$ cat src/hdl/dtc_pkg.sv
// Shared constants and the per-cell control bundle for the decreasing triple counter.
`default_nettype none

package dtc_pkg;

    // Default sizing of the cell row and of one sequence value.
    localparam int MAX_ITEMS_DEF  = 1024;
    localparam int VALUE_BITS_DEF = 30;

    // Width of the reported triple count; the total wraps at this width.
    localparam int COUNT_BITS = 28;

    // Control broadcast from the sequencer to every cell of the row.
    typedef struct packed {
        logic load;   // shift a new value into the row
        logic copy;   // copy stored values into the token line, clear counters
        logic step;   // compare against the passing token, move tokens one cell
        logic drain;  // move counters and flags one cell toward the row's end
    } cell_ctrl_t;

endpackage

`default_nettype wire

$ cat src/hdl/dtc_cell.sv
// One cell of the row: a stored value, a passing token and two pair counters.
`default_nettype none

module dtc_cell #(
    parameter int VALUE_BITS = dtc_pkg::VALUE_BITS_DEF,
    parameter int CNT_BITS   = 10
) (
    input  wire                         clk,
    input  wire                         rst_n,
    input  dtc_pkg::cell_ctrl_t         ctrl,
    input  wire [VALUE_BITS-1:0]        item_value,
    // Neighbor on the low side.
    input  wire [VALUE_BITS-1:0]        prev_value,
    input  wire                         prev_valid,
    input  wire                         prev_last,
    input  wire [VALUE_BITS-1:0]        prev_tval,
    input  wire                         prev_tvalid,
    input  wire                         prev_tlast,
    input  wire                         prev_twrap,
    input  wire [CNT_BITS-1:0]          prev_cnt_e,
    input  wire [CNT_BITS-1:0]          prev_cnt_a,
    // This cell's contents, handed to the neighbor on the high side.
    output logic [VALUE_BITS-1:0]       cur_value,
    output logic                        cur_valid,
    output logic                        cur_last,
    output logic [VALUE_BITS-1:0]       cur_tval,
    output logic                        cur_tvalid,
    output logic                        cur_tlast,
    output logic                        cur_twrap,
    output logic [CNT_BITS-1:0]         cur_cnt_e,
    output logic [CNT_BITS-1:0]         cur_cnt_a
);

    logic [VALUE_BITS-1:0] value_reg;
    logic                  valid_reg;
    logic                  last_reg;
    logic [VALUE_BITS-1:0] tval_reg;
    logic                  tvalid_reg;
    logic                  tlast_reg;
    logic                  twrap_reg;
    logic [CNT_BITS-1:0]   cnt_e_reg;
    logic [CNT_BITS-1:0]   cnt_a_reg;

    logic kill;
    logic smaller;

    // A newly loaded equal value means this copy is no longer the last occurrence.
    assign kill = ctrl.load & valid_reg & (value_reg == item_value);

    // The token counts only if it is a last occurrence with a smaller value.
    assign smaller = tvalid_reg & tlast_reg & (tval_reg < value_reg);

    assign cur_value  = value_reg;
    assign cur_valid  = valid_reg;
    assign cur_last   = last_reg & ~kill;
    assign cur_tval   = tval_reg;
    assign cur_tvalid = tvalid_reg;
    assign cur_tlast  = tlast_reg;
    assign cur_twrap  = twrap_reg;
    assign cur_cnt_e  = cnt_e_reg;
    assign cur_cnt_a  = cnt_a_reg;

    // Stored value line: shifts on load, flags also shift out during drain.
    always_ff @(posedge clk or negedge rst_n)
    begin
        if (!rst_n)
        begin
            valid_reg <= 1'b0;
            last_reg  <= 1'b0;
        end
        else if (ctrl.load || ctrl.drain)
        begin
            valid_reg <= prev_valid;
            last_reg  <= prev_last;
        end
    end

    always_ff @(posedge clk)
    begin
        if (ctrl.load)
        begin
            value_reg <= prev_value;
        end
    end

    // Token line: copied from the stored line, then rotated around the row.
    // A token that has passed the row's end came from an earlier position.
    always_ff @(posedge clk or negedge rst_n)
    begin
        if (!rst_n)
        begin
            tvalid_reg <= 1'b0;
            tlast_reg  <= 1'b0;
            twrap_reg  <= 1'b0;
        end
        else if (ctrl.copy)
        begin
            tvalid_reg <= valid_reg;
            tlast_reg  <= last_reg;
            twrap_reg  <= 1'b0;
        end
        else if (ctrl.step)
        begin
            tvalid_reg <= prev_tvalid;
            tlast_reg  <= prev_tlast;
            twrap_reg  <= prev_twrap;
        end
    end

    always_ff @(posedge clk)
    begin
        if (ctrl.copy)
        begin
            tval_reg <= value_reg;
        end
        else if (ctrl.step)
        begin
            tval_reg <= prev_tval;
        end
    end

    // Counters: earlier terms not smaller, and later smaller last occurrences.
    always_ff @(posedge clk or negedge rst_n)
    begin
        if (!rst_n)
        begin
            cnt_e_reg <= '0;
            cnt_a_reg <= '0;
        end
        else if (ctrl.copy)
        begin
            cnt_e_reg <= '0;
            cnt_a_reg <= '0;
        end
        else if (ctrl.step)
        begin
            if (twrap_reg && tvalid_reg && !smaller)
            begin
                cnt_e_reg <= cnt_e_reg + CNT_BITS'(1);
            end
            if (!twrap_reg && smaller)
            begin
                cnt_a_reg <= cnt_a_reg + CNT_BITS'(1);
            end
        end
        else if (ctrl.drain)
        begin
            cnt_e_reg <= prev_cnt_e;
            cnt_a_reg <= prev_cnt_a;
        end
    end

endmodule

`default_nettype wire

$ cat config.mk
export PLATFORM = sky130hd
export DESIGN_NAME = dtc_cell
export DESIGN_NICKNAME = d
export VERILOG_FILES = /design/src/hdl/dtc_pkg.sv /design/src/hdl/dtc_cell.sv
export SDC_FILE = /design/constraint.sdc
export NUM_CORES = 1
export LEC_CHECK = 0
export BUFFER_PORTS_ARGS = -buffer_cell sky130_fd_sc_hd__buf_2
export CORE_ASPECT_RATIO = 1.2
export CORE_MARGIN = 2
export CORE_UTILIZATION = 48
export DETAILED_ROUTE_END_ITERATION = 8
export GPL_TIMING_DRIVEN = 1
export HOLD_SLACK_MARGIN = 0.12
export PLACE_DENSITY = 0.8
export SYNTH_ARGS = -nofsm -noshare
export SYNTH_HDL_FRONTEND = slang
export SYNTH_SLANG_ARGS = --single-unit
$ cat constraint.sdc
create_clock -name clk -period 2.75 [get_ports clk]
set_input_delay 0.4125 -clock clk [delete_from_list [all_inputs] [get_ports clk]]
set_output_delay 0.4125 -clock clk [all_outputs]
set_load 0.005 [all_outputs]
## After elaboration in Yosys (flattened, before gate mapping)

Cells that the tools add are included.

| word-level totals | value |
|---|---|
| flip-flop bits (word level) | 85 |
| memories | 0 |
| bits in latches | 0 |
| ROM bits | 0 |
| bits in writable memories | 0 |
| bits of input ports | 121 |
| output and inout port bits | 85 |
| logic and storage cells | 47 |

| cells by class | value |
|---|---|
| reductions and logical operators | 10 |
| $mul | 0 |
| shifts and indexed selects | 0 |
| $add $sub $neg | 2 |
| bitwise logic cells | 6 |
| mux-type cells | 16 |
| equality and inequality tests | 3 |
| magnitude comparators | 1 |
| divide/modulo/power cells | 0 |

Operators with widths:

| kind | number |
|---|---|
| 10-bit two-way mux | 8 |
| 30-bit two-way mux | 2 |
| 30-bit == test | 1 |
| 30-bit less-than comparator | 1 |
| 10-bit by 1-bit adder with 10-bit output, second input constant | 2 |
| 1-bit two-way mux | 6 |
| 3-bit by 1-bit inequality test with 1-bit output, second input constant | 2 |
| 1-bit bitwise AND | 5 |
| 2-bit AND reduction | 2 |
| 1-bit logical AND | 3 |
| 3-bit nonzero test | 1 |
| 1-bit logical NOT | 2 |
| 2-bit nonzero test | 1 |
| 1-bit logical OR | 1 |
| 1-bit inverter | 1 |

## Logic depth before layout (Yosys ltp)

| logic depth | value |
|---|---|
| depth after elaboration | 7 |
| mapped depth | 10 |

## Least setup slack after synthesis

OpenSTA, ideal clock, no wires.

| timing | value |
|---|---|
| path kind | reg-to-reg |
| from | register value_reg[9] (netlist: cur_value[9]) |
| to | register cnt_a_reg[9] (netlist: cur_cnt_a[9]) |
| clock period less this slack | 2481 ps |
| arrival | 2358 ps |
| setup time | 124 ps |
| setup slack | 269 ps |
| required time | 2626 ps |
| stages on the path, launching flop included | 11 |
| cell sequence | edfxtp_1 inv_1 ha_1 a21oi_2 o21bai_1 a2111o_1 a41o_4 a211oi_2 buf_6 a31oi_1 a211o_1 |

| on the way | value |
|---|---|
| word-level cells in the longest chain between the ends | 5 |

Ends and longest elaborated chain:

| item | line | source |
|---|---|---|
| start, declared | dtc_cell.sv:34 | `logic [VALUE_BITS-1:0] value_reg;` |
| start signal, assigned | dtc_cell.sv:82 | `value_reg <= prev_value;` |
| 30-bit less-than comparator | dtc_cell.sv:51 | `assign smaller = tvalid_reg & tlast_reg & (tval_reg < value_reg);` |
| 1-bit bitwise AND | dtc_cell.sv:51 |  |
| 1-bit logical AND | dtc_cell.sv:141 | `if (!twrap_reg && smaller)` |
| 3-bit by 1-bit inequality test with 1-bit output (no line) | - |  |
| 2-bit AND reduction (no line) | - |  |
| end signal, assigned | dtc_cell.sv:143 | `cnt_a_reg <= cnt_a_reg + CNT_BITS'(1);` |
| end signal, assigned | dtc_cell.sv:149 | `cnt_a_reg <= prev_cnt_a;` |
| end, declared | dtc_cell.sv:42 | `logic [CNT_BITS-1:0] cnt_a_reg;` |

Every way passes these cells.
A chain may end at the register's enable or synchronous reset.

## Worst setup path after layout

| timing | value |
|---|---|
| from | register value_reg[28] (netlist: cur_value[28]) |
| to | register cnt_e_reg[3] (netlist: cur_cnt_e[3]) |

| on the way | value |
|---|---|
| word-level cells in the longest chain between the ends | 6 |

Ends and longest elaborated chain:

| item | line | source |
|---|---|---|
| 30-bit less-than comparator | dtc_cell.sv:51 |  |
| 1-bit bitwise AND | dtc_cell.sv:51 |  |
| 1-bit logical NOT | dtc_cell.sv:137 | `if (twrap_reg && tvalid_reg && !smaller)` |
| 1-bit logical AND | dtc_cell.sv:137 |  |
| 3-bit by 1-bit inequality test with 1-bit output (no line) | - |  |
| 2-bit AND reduction (no line) | - |  |
| end signal, assigned | dtc_cell.sv:139 | `cnt_e_reg <= cnt_e_reg + CNT_BITS'(1);` |
| end signal, assigned | dtc_cell.sv:148 | `cnt_e_reg <= prev_cnt_e;` |
| end, declared | dtc_cell.sv:41 | `logic [CNT_BITS-1:0] cnt_e_reg;` |

Every way passes these cells.

==> results.sh <==
export IMPL_clock_sink_count=85
export IMPL_netlist_area_um2=5032
export IMPL_die_area_um2=11320
export IMPL_antenna_found_initial=3
export IMPL_syn_instance_count=429
export IMPL_relSlewSlack_pct=59.58
export IMPL_power_switching_w=0.0009490
export IMPL_n_fill_cell=815
export IMPL_finalCriticalPeriod_ns=2.623
export IMPL_die_height_um=116.2
export IMPL_grt_pass1_wl_um=22310
export IMPL_worst_setup_path_end_kind="flop"
export IMPL_slowest_delay_ns=0.43
export IMPL_dr_pass1_iters=4
export IMPL_layout_common_cells="buf_2 (205), edfxtp_1 (60), inv_1 (36), mux2_2 (36), ha_1 (30)"
export IMPL_internal_power_w=0.002740
export IMPL_place_congestion=0.9126
export IMPL_rows=40
export IMPL_dr_first_iter_drc_count=143
export IMPL_root_buffer="clkbuf_16"
export IMPL_initial_utilization_pct=49.78
export IMPL_final_core_util_pct=66.03
export IMPL_grt_overflow_total=0
export IMPL_hold_viol_final=0
export IMPL_synth_ff_type="edfxtp_1"
export IMPL_area_growth_pct=32.65
export IMPL_numCtsBuffers=9
export IMPL_track_usage_pct=25.42
export IMPL_crit_type="flop to flop"
export IMPL_finalNetCount=803
export IMPL_startpoint_type="flop"
export IMPL_grt_max_degree=42
export IMPL_outcome="completed"
export IMPL_wirelength_um=14440
export IMPL_swShare_pct=25.73
export IMPL_layout_setup_ws_ns=0.1267
export IMPL_yosysUniqueCellTypes=54
export IMPL_synth_seq_cells=85
export IMPL_drc=0
export IMPL_finalMaxSlewViolations=0
export IMPL_regToRegSetupSlack_ns=0.13
export IMPL_port_buffers=205
export IMPL_seq_power_share_pct=43.6
export IMPL_maxCapViolCount=0
export IMPL_cp_top_family="compound AO/OA/AOI/OAI gates"
export IMPL_viasPerCell=5.538
export IMPL_cts_path_max_buffers=2
export IMPL_cp_slowest_cell="edfxtp_1"
export IMPL_synth_top_area_share_pct=35.80
export IMPL_finalCritPeriodShare_pct=95.39
export IMPL_rr_startpoint="cur_value[28]"
export IMPL_yosysWarnings=0
export IMPL_wl_per_cell_um=18.44
export IMPL_p_clk_share_pct=36.7
export IMPL_final_antenna_net_count=0
export IMPL_ys_async_sr_fraction_pct=29.41
export IMPL_cts_tree="yes"
export IMPL_p_leak_nw=3.121
export IMPL_place_ws_ns=0.02536
export IMPL_core_area_um2=10110
export IMPL_power_density_nw_per_um2=552.6
export IMPL_crit_chain="inv_1 -> ha_4 -> a21oi_1 -> a21boi_1 -> a2111oi_4 -> o211ai_4 -> a22o_1 -> a311o_1 -> a211oi_2"
export IMPL_combinationalPowerShare_pct=19.7
export IMPL_drive_above_1_share_pct=44.51
export IMPL_synth_nets=581
export IMPL_htreeDepth=3
export IMPL_hp_class="primary input to flop"
export IMPL_vias=4336
export IMPL_ir_drop_mv=0.3482
export IMPL_grt_pass1_vias=4354
export IMPL_setup_viol=0
export IMPL_clock_latency_ns=0.34
export IMPL_netlist_top_cell_by_area="edfxtp_1"
export IMPL_hp_start="prev_value[21]"
export IMPL_critPathRequiredTime_ns=2.99
export IMPL_yosys_top_cells_area="edfxtp_1 (36%), dfrtp_1 (12%), mux2_2 (8.1%)"
export IMPL_worst_pin_slew_ns=0.6063
export IMPL_min_path_cells=1
export IMPL_syn_area_per_cell_um2=11.73
export IMPL_power_total_w=0.003689
export IMPL_ios=206
export IMPL_whs_endpoint="cur_value[21]"
export IMPL_hpwl_um=11090
export IMPL_post_dp_cell_area_um2=6272
export IMPL_synth_seq_area_share_pct=48.23
export IMPL_clk_pin_slew_ns=0.06
export IMPL_worstReg2RegEnd="cur_cnt_e[3]"
export IMPL_fp_dieW_um=97.47
export IMPL_cp_depth=9
export IMPL_stdcell_area_um2=6675
export IMPL_synth_edf_count=60
export IMPL_fmax_mhz=381.2
export IMPL_final_common_cell="buf_2"
export IMPL_fin_skew_ns=0.004172
export IMPL_worstPathArrival_ns=2.87
export IMPL_worst_path_buf_inv=1
export IMPL_critPathMaxFanout=6
export IMPL_r2r_cells=9
layer usage:
layer  global-route usage [%]  vias up  part of all wire, %
met1                    30.59     2055                   39
met5                        0        -                 0.13
met3                    6.284       32                  7.8
met4                    9.259        4                  2.6
li1                         -     2039                    -
met2                    44.78      206                   50
power by group through the flow:
stage / logic (W) / clock network [W] / registers [W]
2_1_floorplan: 0.000372 / 0 / 0.00162
3_3_place_gp: 0.000696 / 0 / 0.00162
3_5_place_dp: 0.000716 / 0 / 0.00163
4_1_cts: 0.000722 / 0.00138 / 0.00160
5_1_grt: 0.000809 / 0.00142 / 0.00162
6_report: 0.000728 / 0.00135 / 0.00161
worst reg2reg max path, stage by stage, from the launching register on:
cell and delay, ns:
edfxtp_1 0.43, inv_1 0.14, ha_4 0.22, a21oi_1 0.16, a21boi_1 0.13, a2111oi_4 0.39
o211ai_4 0.20, a22o_1 0.30, a311o_1 0.33, a211oi_2 0.23
layout make-up:
class                           instances  area (um2)  area share [%]
Multi-Input combinational cell        295        2432           36.44
Sequential cell                        85        2427           36.36
Timing Repair Buffer                  224        1184           17.73
Clock buffer                           13       271.5           4.067
Tap cell                              126       157.7           2.362
Inverter                               36       135.1           2.024
Clock inverter                          3       65.06          0.9747
Antenna cell                            1       2.502         0.03749
cells in the mapped netlist (all sizes together) (3+ instances only):
cell type  instances
o21ai             15
a21oi             20
buf                6
o22ai              3
dfrtp             25
clkbuf             7
and3              10
o21bai             3
a31oi              4
a2111oi            3
ha                31
nand2             12
nor4               5
nor3               7
edfxtp            60
nand2b             8
nor2              26
xnor2             28
xor2               5
inv               36
a211oi             9
mux2i             11
nand3             12
nor2b              4
mux2              36
a311oi             3
nand4             14
cell families (layout without fill, tap and decap cells):
group / Yosys count / in the layout / share of synthesized area, %
muxes: 47 / 47 / 10.24
buffers and inverters: 49 / 276 / 3.804
xor gates and xnor gates: 33 / 33 / 5.743
other: 0 / 1 / 0
AOI/OAI and AO/OA: 79 / 79 / 12.85
DFF: 85 / 85 / 48.23
and+or+nand+nor: 105 / 105 / 11.41
adders and majority gates: 31 / 31 / 7.708
worst max-delay path by stage:
stage / start / endpoint / slack (ns)
after floorplan: cur_value[9] / cur_cnt_a[9] / 0.27
after global placement: cur_value[28] / cur_cnt_e[5] / 0.16
after detailed placement: cur_value[3] / cur_cnt_e[5] / 0.03
after CTS: cur_value[25] / cur_cnt_e[5] / 0.004
after global routing: cur_value[28] / cur_cnt_e[3] / -0.04
final: cur_value[28] / cur_cnt_e[3] / 0.13
repair_timing:
item	in CTS	in global routing
setup endpoints to repair	0	10
hold buffers	1	0
hold endpoints to repair	25	0
gates resized for setup	0	3
setup buffers	0	3
per-stage QoR:
stage	std cells	TNS [ns]	hold slack (ns)
2_1_floorplan	429	0	0.1169
3_3_place_gp	762	0	0.4428
3_5_place_dp	762	0	0.4510
4_1_cts	779	0	0.2378
5_1_grt	782	-0.09261	0.2319
6_report	783	0	0.2471
Power figures use the tool's default switching activity.
